[config.mk]
export PLATFORM = sky130hd
export DESIGN_NAME = running_mean_variance_stats_top
export DESIGN_NICKNAME = d
export VERILOG_FILES = /design/src/design/rmv_pkg.sv /design/src/design/rmv_div.sv /design/src/design/rmv_sqr.sv /design/src/design/running_mean_variance_stats_top.sv
export SDC_FILE = /design/constraint.sdc
export NUM_CORES = 2
export LEC_CHECK = 0
export BUFFER_PORTS_ARGS = -buffer_cell sky130_fd_sc_hd__buf_2
export CORE_MARGIN = 3
export CORE_UTILIZATION = 37
export CTS_BUF_LIST = sky130_fd_sc_hd__clkbuf_4 sky130_fd_sc_hd__clkbuf_8
export DETAILED_ROUTE_END_ITERATION = 10
export GPL_TIMING_DRIVEN = 0
export SYNTH_ARGS = -nofsm -noshare
export SYNTH_HDL_FRONTEND = slang
export SYNTH_HIERARCHICAL = 1
export SYNTH_SLANG_ARGS = --single-unit
[constraint.sdc]
create_clock -name i_clk -period 22.5 [get_ports i_clk]
set_input_delay 6.75 -clock i_clk [delete_from_list [all_inputs] [get_ports i_clk]]
set_output_delay 6.75 -clock i_clk [all_outputs]
set_load 0.01 [all_outputs]
[src/design/rmv_pkg.sv]
`default_nettype none
// ----------------------------------------------------------------------------
// rmv_pkg
// Shared widths and defaults for the running mean and variance block.
// ----------------------------------------------------------------------------
package rmv_pkg;

    localparam int SAMPLE_BITS_DEF = 16;
    localparam int FRAC_BITS_DEF   = 16;

    localparam int COUNT_W = 32;   // sample count, also the divisor
    localparam int SUM_W   = 48;   // running sum
    localparam int MEAN_W  = 32;   // mean, fixed point
    localparam int DEV_W   = 64;   // sum of squared deviations
    localparam int VAR_W   = 48;   // variance out
    localparam int DIV_W   = DEV_W; // dividend and quotient width

endpackage
`default_nettype wire

[src/design/rmv_div.sv]
`default_nettype none
// ----------------------------------------------------------------------------
// rmv_div
// Bit-serial restoring divider, one quotient bit per cycle.
// ----------------------------------------------------------------------------
module rmv_div import rmv_pkg::*; (
    input  wire logic               i_clk,
    input  wire logic               i_rst_n,
    input  wire logic               i_start,
    input  wire logic [DIV_W-1:0]   i_dividend,
    input  wire logic [COUNT_W-1:0] i_divisor,
    output logic      [DIV_W-1:0]   o_quotient,
    output logic                    o_done
);

    localparam int CNT_W = $clog2(DIV_W);

    logic [DIV_W-1:0]   r_quo;   // dividend shifts out, quotient shifts in
    logic [COUNT_W-1:0] r_rem;
    logic [COUNT_W-1:0] r_den;
    logic [CNT_W-1:0]   r_cnt;
    logic               r_busy;
    logic               r_done;

    logic [COUNT_W:0]   w_trial;
    logic [COUNT_W:0]   w_diff;
    logic               w_ge;
    logic [COUNT_W-1:0] n_rem;

    always_comb begin
        w_trial = {r_rem, r_quo[DIV_W-1]};
        w_diff  = w_trial - {1'b0, r_den};
        w_ge    = (w_trial >= {1'b0, r_den});
        n_rem   = w_ge ? w_diff[COUNT_W-1:0] : w_trial[COUNT_W-1:0];
    end

    always_ff @(posedge i_clk) begin
        if (!i_rst_n) begin
            r_busy <= 1'b0;
            r_done <= 1'b0;
            r_cnt  <= '0;
        end else begin
            r_done <= 1'b0;
            if (i_start) begin
                r_busy <= 1'b1;
                r_cnt  <= '0;
                r_quo  <= i_dividend;
                r_rem  <= '0;
                r_den  <= i_divisor;
            end else if (r_busy) begin
                r_quo <= {r_quo[DIV_W-2:0], w_ge};
                r_rem <= n_rem;
                r_cnt <= r_cnt + 1'b1;
                if (r_cnt == CNT_W'(DIV_W - 1)) begin
                    r_busy <= 1'b0;
                    r_done <= 1'b1;
                end
            end
        end
    end

    assign o_quotient = r_quo;
    assign o_done     = r_done;

endmodule
`default_nettype wire

[src/design/rmv_sqr.sv]
`default_nettype none
// ----------------------------------------------------------------------------
// rmv_sqr
// Shift-and-add squarer, one multiplier bit per cycle.
// ----------------------------------------------------------------------------
module rmv_sqr import rmv_pkg::*; #(
    parameter int W = 33
) (
    input  wire logic           i_clk,
    input  wire logic           i_rst_n,
    input  wire logic           i_start,
    input  wire logic [W-1:0]   i_mag,
    output logic      [2*W-1:0] o_prod
);

    localparam int CNT_W = $clog2(W);

    logic [W-1:0]     r_mcand;
    logic [W-1:0]     r_hi;
    logic [W-1:0]     r_lo;    // multiplier shifts out, low product shifts in
    logic [CNT_W-1:0] r_cnt;
    logic             r_busy;

    logic [W:0] w_sum;

    always_comb begin
        w_sum = {1'b0, r_hi} + (r_lo[0] ? {1'b0, r_mcand} : '0);
    end

    always_ff @(posedge i_clk) begin
        if (!i_rst_n) begin
            r_busy <= 1'b0;
            r_cnt  <= '0;
        end else begin
            if (i_start) begin
                r_busy  <= 1'b1;
                r_cnt   <= '0;
                r_mcand <= i_mag;
                r_hi    <= '0;
                r_lo    <= i_mag;
            end else if (r_busy) begin
                r_hi  <= w_sum[W:1];
                r_lo  <= {w_sum[0], r_lo[W-1:1]};
                r_cnt <= r_cnt + 1'b1;
                if (r_cnt == CNT_W'(W - 1)) begin
                    r_busy <= 1'b0;
                end
            end
        end
    end

    assign o_prod = {r_hi, r_lo};

endmodule
`default_nettype wire

[src/design/running_mean_variance_stats_top.sv]
`default_nettype none
// ----------------------------------------------------------------------------
// running_mean_variance_stats_top
// Running count, sum, min, max, Welford mean and population variance.
// ----------------------------------------------------------------------------
// Each accepted item carries one signed sample; exactly one result item
// follows it with the saturating count, the saturating 48-bit sum, the mean
// (Q.FRAC_BITS, saturating to 32 bits signed), the population variance
// (Q.FRAC_BITS, saturating to 48 bits), and the minimum and maximum so far.
// One item at a time is processed: the work is three passes through one
// bit-serial divider (count into |delta|, into the shifted square, into
// the deviation sum) at one quotient bit per cycle, 64 bits each, plus
// the start and output sequencing states. The square of delta runs on a
// shift-and-add unit alongside the first division. A finished result sits
// in the output register, so the next item can be taken while it waits
// for the consumer.
// ----------------------------------------------------------------------------
module running_mean_variance_stats_top import rmv_pkg::*; #(
    parameter int SAMPLE_BITS = SAMPLE_BITS_DEF,
    parameter int FRAC_BITS   = FRAC_BITS_DEF
) (
    input  wire logic                          i_clk,
    input  wire logic                          i_rst_n,
    // input item
    input  wire logic                          i_valid,
    output logic                               o_ready,
    input  wire logic signed [SAMPLE_BITS-1:0] i_sample,
    // result item
    output logic                               o_valid,
    input  wire logic                          i_ready,
    output logic             [COUNT_W-1:0]     o_sample_count,
    output logic signed      [SUM_W-1:0]       o_total,
    output logic signed      [MEAN_W-1:0]      o_average,
    output logic             [VAR_W-1:0]       o_spread,
    output logic signed      [SAMPLE_BITS-1:0] o_smallest,
    output logic signed      [SAMPLE_BITS-1:0] o_largest
);

    // delta width: wide enough for x - mean without overflow
    localparam int XW  = SAMPLE_BITS + FRAC_BITS;
    localparam int MW  = ((XW > MEAN_W) ? XW : MEAN_W) + 1;
    localparam int MEW = MW + 2;        // mean update before clamping
    localparam int PW  = 2 * MW;        // square width

    localparam logic [COUNT_W-1:0] COUNT_MAX = '1;
    localparam logic signed [SUM_W-1:0]  SUM_MAX  = {1'b0, {(SUM_W-1){1'b1}}};
    localparam logic signed [SUM_W-1:0]  SUM_MIN  = {1'b1, {(SUM_W-1){1'b0}}};
    localparam logic signed [MEAN_W-1:0] MEAN_MAX = {1'b0, {(MEAN_W-1){1'b1}}};
    localparam logic signed [MEAN_W-1:0] MEAN_MIN = {1'b1, {(MEAN_W-1){1'b0}}};

    typedef enum logic [2:0] {
        S_IDLE,
        S_START1,   // kick squarer and |delta|/n
        S_RUN1,
        S_START2,   // sq/n
        S_RUN2,
        S_START3,   // dev/n
        S_RUN3,
        S_OUT       // hand result to the output register
    } t_state;

    t_state r_state;

    // statistics state
    logic             [COUNT_W-1:0]     r_seen;
    logic signed      [SUM_W-1:0]       r_sum;
    logic signed      [MEAN_W-1:0]      r_mean;
    logic             [DEV_W-1:0]       r_dev;
    logic signed      [SAMPLE_BITS-1:0] r_low;
    logic signed      [SAMPLE_BITS-1:0] r_high;

    // per-item working registers
    logic             [MW-1:0]          r_mag;
    logic                               r_neg;
    logic             [DEV_W-1:0]       r_sq;
    logic             [VAR_W-1:0]       r_var;

    // output register
    logic                               r_ovalid;
    logic             [COUNT_W-1:0]     r_o_count;
    logic signed      [SUM_W-1:0]       r_o_total;
    logic signed      [MEAN_W-1:0]      r_o_average;
    logic             [VAR_W-1:0]       r_o_spread;
    logic signed      [SAMPLE_BITS-1:0] r_o_smallest;
    logic signed      [SAMPLE_BITS-1:0] r_o_largest;

    // next values
    logic             [COUNT_W-1:0]     n_seen;
    logic signed      [SUM_W-1:0]       n_sum;
    logic signed      [SAMPLE_BITS-1:0] n_low;
    logic signed      [SAMPLE_BITS-1:0] n_high;
    logic             [MW-1:0]          n_mag;
    logic                               n_neg;
    logic signed      [MEAN_W-1:0]      n_mean;
    logic             [DEV_W-1:0]       n_sq;
    logic             [DEV_W-1:0]       n_dev;
    logic             [VAR_W-1:0]       n_var;

    // combinational helpers
    logic                               w_first;
    logic signed      [SUM_W:0]         w_sum_ext;
    logic signed      [MW-1:0]          w_x;
    logic signed      [MW-1:0]          w_delta;
    logic signed      [MEW-1:0]         w_q;
    logic signed      [MEW-1:0]         w_mean_ext;
    logic             [MEW-MEAN_W:0]    w_mean_top;
    logic             [DEV_W:0]         w_dev_ext;
    logic                               w_in_acc;
    logic                               w_out_acc;

    // serial units
    logic                               w_sqr_start;
    logic             [PW-1:0]          w_prod;
    logic                               w_div_start;
    logic             [DIV_W-1:0]       w_dividend;
    logic             [DIV_W-1:0]       w_quo;
    logic                               w_div_done;

    assign o_ready   = (r_state == S_IDLE);
    assign w_in_acc  = i_valid && o_ready;
    assign w_out_acc = r_ovalid && i_ready;

    assign w_sqr_start = (r_state == S_START1);
    assign w_div_start = (r_state == S_START1) || (r_state == S_START2)
                      || (r_state == S_START3);

    always_comb begin
        unique case (r_state)
            S_START1: w_dividend = DIV_W'(r_mag);
            S_START2: w_dividend = r_sq;
            default:  w_dividend = r_dev;
        endcase
    end

    rmv_sqr #(
        .W (MW)
    ) u_sqr (
        .i_clk   (i_clk),
        .i_rst_n (i_rst_n),
        .i_start (w_sqr_start),
        .i_mag   (r_mag),
        .o_prod  (w_prod)
    );

    rmv_div u_div (
        .i_clk      (i_clk),
        .i_rst_n    (i_rst_n),
        .i_start    (w_div_start),
        .i_dividend (w_dividend),
        .i_divisor  (r_seen),
        .o_quotient (w_quo),
        .o_done     (w_div_done)
    );

    // front end: count, sum, min/max, delta -- all on the accepted sample
    always_comb begin
        w_first = (r_seen == '0);
        n_seen  = (r_seen == COUNT_MAX) ? r_seen : r_seen + 1'b1;

        if (w_first) begin
            n_low  = i_sample;
            n_high = i_sample;
        end else begin
            n_low  = (i_sample < r_low)  ? i_sample : r_low;
            n_high = (i_sample > r_high) ? i_sample : r_high;
        end

        w_sum_ext = (SUM_W+1)'(r_sum) + (SUM_W+1)'(i_sample);
        if (w_sum_ext[SUM_W] != w_sum_ext[SUM_W-1]) begin
            n_sum = w_sum_ext[SUM_W] ? SUM_MIN : SUM_MAX;
        end else begin
            n_sum = w_sum_ext[SUM_W-1:0];
        end

        w_x     = MW'(i_sample) <<< FRAC_BITS;
        w_delta = w_x - MW'(r_mean);
        n_neg   = w_delta[MW-1];
        n_mag   = n_neg ? MW'(-w_delta) : MW'(w_delta);
    end

    // back end: mean clamp, shifted square, deviation sum, variance
    always_comb begin
        w_q        = signed'(MEW'(w_quo[MW-1:0]));
        w_mean_ext = r_neg ? (MEW'(r_mean) - w_q) : (MEW'(r_mean) + w_q);
        w_mean_top = w_mean_ext[MEW-1:MEAN_W-1];
        if ((&w_mean_top) || !(|w_mean_top)) begin
            n_mean = w_mean_ext[MEAN_W-1:0];
        end else begin
            n_mean = w_mean_ext[MEW-1] ? MEAN_MIN : MEAN_MAX;
        end

        // floor(mag^2 / 2^FRAC_BITS), saturating
        if (|(w_prod >> (DEV_W + FRAC_BITS))) begin
            n_sq = '1;
        end else begin
            n_sq = DEV_W'(w_prod >> FRAC_BITS);
        end

        // dev += sq - sq/n, saturating
        w_dev_ext = {1'b0, r_dev} + {1'b0, r_sq - w_quo};
        n_dev     = w_dev_ext[DEV_W] ? '1 : w_dev_ext[DEV_W-1:0];

        n_var = (|w_quo[DIV_W-1:VAR_W]) ? '1 : w_quo[VAR_W-1:0];
    end

    always_ff @(posedge i_clk) begin
        if (!i_rst_n) begin
            r_state  <= S_IDLE;
            r_seen   <= '0;
            r_sum    <= '0;
            r_mean   <= '0;
            r_dev    <= '0;
            r_low    <= '0;
            r_high   <= '0;
            r_ovalid <= 1'b0;
        end else begin
            // in S_OUT a taken result is replaced by the new one below
            if (w_out_acc && (r_state != S_OUT)) begin
                r_ovalid <= 1'b0;
            end

            unique case (r_state)
                S_IDLE: begin
                    if (w_in_acc) begin
                        r_seen  <= n_seen;
                        r_sum   <= n_sum;
                        r_low   <= n_low;
                        r_high  <= n_high;
                        r_mag   <= n_mag;
                        r_neg   <= n_neg;
                        r_state <= S_START1;
                    end
                end
                S_START1: r_state <= S_RUN1;
                S_RUN1: begin
                    // squarer is shorter than the divider, product is ready
                    if (w_div_done) begin
                        r_mean  <= n_mean;
                        r_sq    <= n_sq;
                        r_state <= S_START2;
                    end
                end
                S_START2: r_state <= S_RUN2;
                S_RUN2: begin
                    if (w_div_done) begin
                        r_dev   <= n_dev;
                        r_state <= S_START3;
                    end
                end
                S_START3: r_state <= S_RUN3;
                S_RUN3: begin
                    if (w_div_done) begin
                        r_var   <= n_var;
                        r_state <= S_OUT;
                    end
                end
                S_OUT: begin
                    if (!r_ovalid || i_ready) begin
                        r_ovalid     <= 1'b1;
                        r_o_count    <= r_seen;
                        r_o_total    <= r_sum;
                        r_o_average  <= r_mean;
                        r_o_spread   <= r_var;
                        r_o_smallest <= r_low;
                        r_o_largest  <= r_high;
                        r_state      <= S_IDLE;
                    end
                end
                default: r_state <= S_IDLE;
            endcase
        end
    end

    assign o_valid        = r_ovalid;
    assign o_sample_count = r_o_count;
    assign o_total        = r_o_total;
    assign o_average      = r_o_average;
    assign o_spread       = r_o_spread;
    assign o_smallest     = r_o_smallest;
    assign o_largest      = r_o_largest;

endmodule
`default_nettype wire
# After elaboration in Yosys (flattened, before gate mapping)
# Cells that the tools add are included.
dict set report classes {
  add_sub_neg 12
  n_lt_le_gt_ge 3
  eq_ne 17
  n_mux 36
  bitwise_logic 3
  reduce_logical 36
}
# cell n
set ops {}
lappend ops {{64-bit 2-to-1 mux} 3}
lappend ops {{32-bit 2-to-1 mux} 5}
lappend ops {{33-bit 2-to-1 mux} 4}
lappend ops {{64-bit one-hot mux with 2 select lines} 1}
lappend ops {{48-bit 2-to-1 mux} 2}
lappend ops {{64-bit by 64-bit adder with 65-bit output} 1}
lappend ops {{16-bit 2-to-1 mux} 4}
lappend ops {{50-bit by 64-bit subtractor with 64-bit output} 1}
lappend ops {{48-bit by 16-bit adder with 49-bit output} 1}
lappend ops {{32-bit by 34-bit adder with 35-bit output} 1}
lappend ops {{35-bit 2-to-1 mux} 1}
lappend ops {{32-bit by 34-bit subtractor with 35-bit output} 1}
lappend ops {{33-bit by 34-bit adder with 34-bit output} 1}
lappend ops {{33-bit by 32-bit greater-or-equal comparator with 1-bit output} 1}
lappend ops {{33-bit negator} 1}
lappend ops {{32-bit by 32-bit subtractor with 33-bit output} 1}
lappend ops {{32-bit by 1-bit adder with 32-bit output, second input constant} 1}
lappend ops {{32-bit equality test, second input constant} 1}
lappend ops {{32-bit zero test} 1}
lappend ops {{32-bit subtractor} 1}
lappend ops {{3-bit one-hot mux with 8 select lines} 1}
lappend ops {{3-bit AND reduction} 7}
lappend ops {{16-bit > comparator} 1}
lappend ops {{16-bit less-than comparator} 1}
lappend ops {{24 further kinds} 64}
dict set report word_totals {
  reg_bits 778
  inputBits 20
  out_inout_bits 194
  elab_cells 137
}

# Longest topological paths before layout
dict set report depth {
  word_depth 6
  depth_mapped 27
  ltp_nobuf 25
}

# By module
# Netlist, hierarchy kept.
# mod instances cells_per_inst area_per_inst_um2 seq_area_each_um2
set modules_own_cells {}
lappend modules_own_cells {running_mean_variance_stats_top 1 3695 34230.3 13973.4}
lappend modules_own_cells {rmv_div 1 622 7465.9 4003.8}
lappend modules_own_cells {rmv_sqr 1 506 5934.4 3113.0}

# Worst setup path after synthesis
# No wires, ideal clock.
dict set report synth_timing {
  kind {input to register}
  start {input port i_rst_n}
  end {register r_o_average[0], in the netlist o_average[0] (enable)}
  setup_ns 0.746
  t_arrival_ns 14.991
  t_required_ns 21.754
  setup_slack_ns 6.763
  path_stages 3
  n_path_buf 1
  cell_sequence {clkbuf_1 > nand2_1 > nor2_1}
}
dict set report synth_between {
  elab_chain_cells 1
}
# item line
set synth_rtl {}
lappend synth_rtl {{from (decl)} running_mean_variance_stats_top.sv:23} ;# input wire logic i_rst_n,
lappend synth_rtl {{3-bit AND reduction (no source line)} n/a}
lappend synth_rtl {{to (signal assigned)} running_mean_variance_stats_top.sv:262} ;# r_o_average <= r_mean;
lappend synth_rtl {{to (decl)} running_mean_variance_stats_top.sv:82} ;# logic signed [MEAN_W-1:0] r_o_average;
# No other way between the ends.
# A chain may end at the register's enable or synchronous reset.

# Final worst setup path
dict set report layout_timing {
  start {input port i_sample[15]}
  end {register r_sum[35]}
}
dict set report layout_between {
  elab_chain_cells 3
  word_cells_on_any_way 4
  cone_classes {add/sub (1); eq/ne (1); mux (2)}
}
# item line
set layout_rtl {}
lappend layout_rtl {{from (decl)} running_mean_variance_stats_top.sv:27} ;# input wire logic signed [SAMPLE_BITS-1:0] i_sample,
lappend layout_rtl {{48-bit by 16-bit adder with 49-bit output (*)} running_mean_variance_stats_top.sv:168} ;# w_sum_ext = (SUM_W+1)'(r_sum) + (SUM_W+1)'(i_sample);
lappend layout_rtl {{48-bit 2-to-1 mux or 1-bit != test (tied branches)} {running_mean_variance_stats_top.sv:170, running_mean_variance_stats_top.sv:169}}
lappend layout_rtl {{48-bit 2-to-1 mux (*)} running_mean_variance_stats_top.sv:169} ;# if (w_sum_ext[SUM_W] != w_sum_ext[SUM_W-1]) begin
lappend layout_rtl {{to (signal assigned)} running_mean_variance_stats_top.sv:226} ;# r_sum <= n_sum;
lappend layout_rtl {{to (decl)} running_mean_variance_stats_top.sv:66} ;# logic signed [SUM_W-1:0] r_sum;
# Every way passes the cells marked *; elsewhere a longest branch is shown, timed or not.

==> metrics.md <==
| Metric | Value |
|---|---|
| Setup_tns | `0 ns` |
| Final ANT Viol Nets | `0` |
| Die X | `365 um` |
| Vias in the first global route | `37282` |
| Final Util | `42.3%` |
| Vias per cell | `5.51` |
| Slew @ Worst Pin | `1.25 ns` |
| Crit path arrival time | `10.96 ns` |
| Mapped Area | `47600 um^2` |
| Number of remaining DRC errors | `0` |
| DP HPWL | `112 mm` |
| Startpoint types | `primary input` |
| DRT Pass-1 Iters | `5` |
| WL final | `146 mm` |
| Core area | `128000 um^2` |
| GRT overflow | `0` |
| CTS resizes | `0` |
| Wire length of the first global-routing pass | `221 mm` |
| Clk buf depth | `3` |
| Critical-path maximum fanout | `37` |
| Clk_lat worst skew | `0.87 ns` |
| Synth async-reset ratio | `0%` |
| # clock sinks | `778` |
| Kind of critical path | `in2reg` |
| Post-route clock period utilization | `45.4%` |
| I/O pin cnt | `214` |
| Top post-synthesis cells by area | `edfxtp_1 35%, dfxtp_1 9.5%, ha_1 8.5%` |
| Worst-path clk slew | `0.06 ns` |
| Htree depth | `4` |
| FMAX | `97.9 MHz` |
| Most common cell in the netlist | `edfxtp_1` |
| Total power | `0.00367 W` |
| Worst VDD drop | `0.0000630 V` |
| Max-slew violations | `0` |
| CTS tree | `yes` |
| Final nets | `5541` |
| Avg WL per Cell | `20.9 um` |
| Post-synth top cells | `551 x edfxtp_1, 417 x a21oi_1, 391 x nand2_1` |
| # fillers | `12520` |
| Endpoints failing setup | `0` |
| # port buffers | `213` |
| Hold-fix buffers, CTS | `0` |
| GP Congestion | `0.963` |
| Yosys cell types | `119` |
| Register area share after synthesis | `44.3%` |
| CTS Buf Count | `142` |
| Vias | `38490` |
| Status | `completed` |
| Largest net degree at the start of global routing | `42` |
| Initial antenna violation count | `9` |
| Site Rows | `131` |
| Mapped Avg Cell Area | `9.88 um^2` |
| Post-synth EDFFs | `551` |
| Minimum clock period | `10.22 ns` |
| P&R area growth vs syn | `13.4%` |
| Post-synthesis register bit count | `778` |
| All-Layer GR Usage | `21.5%` |
| Cells on Worst Hold Path | `0` |
| Post-synth top area share | `34.7%` |
| Syn nets | `5171` |
| Yosys top cell by area | `edfxtp_1` |
| Post-Synthesis Cells | `4823` |
| Worst setup EP type | `register` |
| Most used DFF post-synth | `edfxtp_1` |
| FF-to-FF path depth | `26` |
| Fin. Hold Viols | `0` |
| Share of layout cells above drive strength 1 | `13.1%` |
| Worst Skew | `0.0593 ns` |
| Slew HR | `16.5%` |
| RSZ-0062 raised after global routing | `false` |
| Die Span Y | `365 um` |
| Lkg Pwr | `20.9 nW` |
| Worst hold path class | `reg2reg` |
| First-iteration detailed-routing DRC count | `3237` |
| Yosys synthesis warning count | `6` |
| CP Data Required Time | `23.24 ns` |
| Max Cap Violations | `0` |
| Root Buffer Master | `clkbuf_8` |
| # Post-CTS Setup Buffers | `0` |
| Pwr dens | `67.9 nW/um^2` |
| Initial Utilization | `37.3%` |
| Die area | `133000 um^2` |
[state kept, by name, indices dropped and copies added, names as in the netlist, 33 cells and up]
| register | count |
|---|---|
| r_dev | 64 |
| u_div/o_quotient | 64 |
| r_sq | 50 |
| o_spread | 48 |
| o_total | 48 |
| r_sum | 48 |
| r_var | 48 |
| r_mag | 33 |
| u_sqr/r_hi | 33 |
| u_sqr/r_lo | 33 |
| u_sqr/r_mcand | 33 |
[final timing paths]
check	startpoint	end	slack [ns]
worst max register to register	u_div/o_quotient[0]$_DFFE_PP_	r_dev[36]$_SDFFE_PN0P_	14.72
worst min-delay path	r_var[38]$_SDFFCE_PP1P_	o_spread[38]$_DFFE_PP_	0.40
worst max-delay path	i_sample[15]	r_sum[35]$_SDFFE_PN0P_	12.28
worst min register to register	r_var[38]$_SDFFCE_PP1P_	o_spread[38]$_DFFE_PP_	0.40
[worst max-delay path, stage by stage]
cell and delay, ns:
buf_2 0.69, ha_1 0.44, a22o_1 0.23, nor4_1 0.26
or3b_2 0.52, o211a_1 0.26, o21a_1 0.19, o21ai_0 0.36
a211oi_1 0.14, and3b_1 0.33, buf_2 0.31, buf_2 0.36
a21oi_1 0.10
[metrics by stage]
step | hold slack, ns | area, um^2 | cells | worst slack, ns
global placement | 0.406 | 50800 | 6698 | 1.37
finish | 0.396 | 54000 | 6980 | 12.28
global route | 0.414 | 54000 | 6979 | 12.00
CTS | 0.404 | 54000 | 6976 | 12.21
detailed placement | 0.405 | 51100 | 6711 | 11.53
floorplan | 0.400 | 47600 | 4823 | 6.76
[layout by cell type (no fill, tap or decap), types with 59 or more instances in the layout]
master and n:
a211oi_1 59, clkbuf_1 164, nand2b_1 84, clkbuf_8 151, a21oi_1 417, edfxtp_1 551, xor2_1 122, inv_1 235
buf_2 240, nand2_1 391, dfxtp_1 227, a21o_1 138, xnor2_1 226, mux2_2 96, nand3_1 86, o21ai_0 358
nand4_1 79, and2_1 91, mux2i_1 94, nor2_1 302, ha_1 322, nor3_1 82
[kinds of logic after synthesis]
logic type | share of synthesized area [%]
XOR/XNOR | 6.40
AND/OR/NAND/NOR | 14.3
multiplexers | 4.45
flip-flops | 44.3
adder cells (fa/ha/maj) | 8.71
AO/OA/AOI/OAI | 18.1
buffers and inverters | 3.74
[layer usage]
metal | GRT usage, % | vias up | share of wire, %
met4 | 6.84 | 2 | 2.7
met2 | 33.8 | 1156 | 44
li1 | - | 18532 | -
met1 | 30.3 | 18590 | 47
met3 | 3.47 | 210 | 5.8
met5 | 0 | - | 0.0062
[area by class of cell]
type / count / area (um^2) / share of cell area [%]
Antenna cell: 4 / 10.0 / 0.0185
Inverter: 235 / 882 / 1.63
Clock inverter: 71 / 553 / 1.02
Buffer: 212 / 900 / 1.67
Tap cell: 1662 / 2080 / 3.85
Clock buffer: 194 / 2400 / 4.44
Multi-Input combinational cell: 3598 / 24800 / 45.9
Sequential cell: 778 / 21100 / 39.0
Timing Repair Buffer: 226 / 1310 / 2.42
[power by group]
| part | internal (W) | total, W | switching [W] |
|---|---|---|---|
| Combinational | 0.000239 | 0.000630 | 0.000391 |
| Clock | 0.000754 | 0.00140 | 0.000648 |
| Sequential | 0.00159 | 0.00164 | 0.0000471 |
No activity file was read; power rests on OpenSTA's default activity.
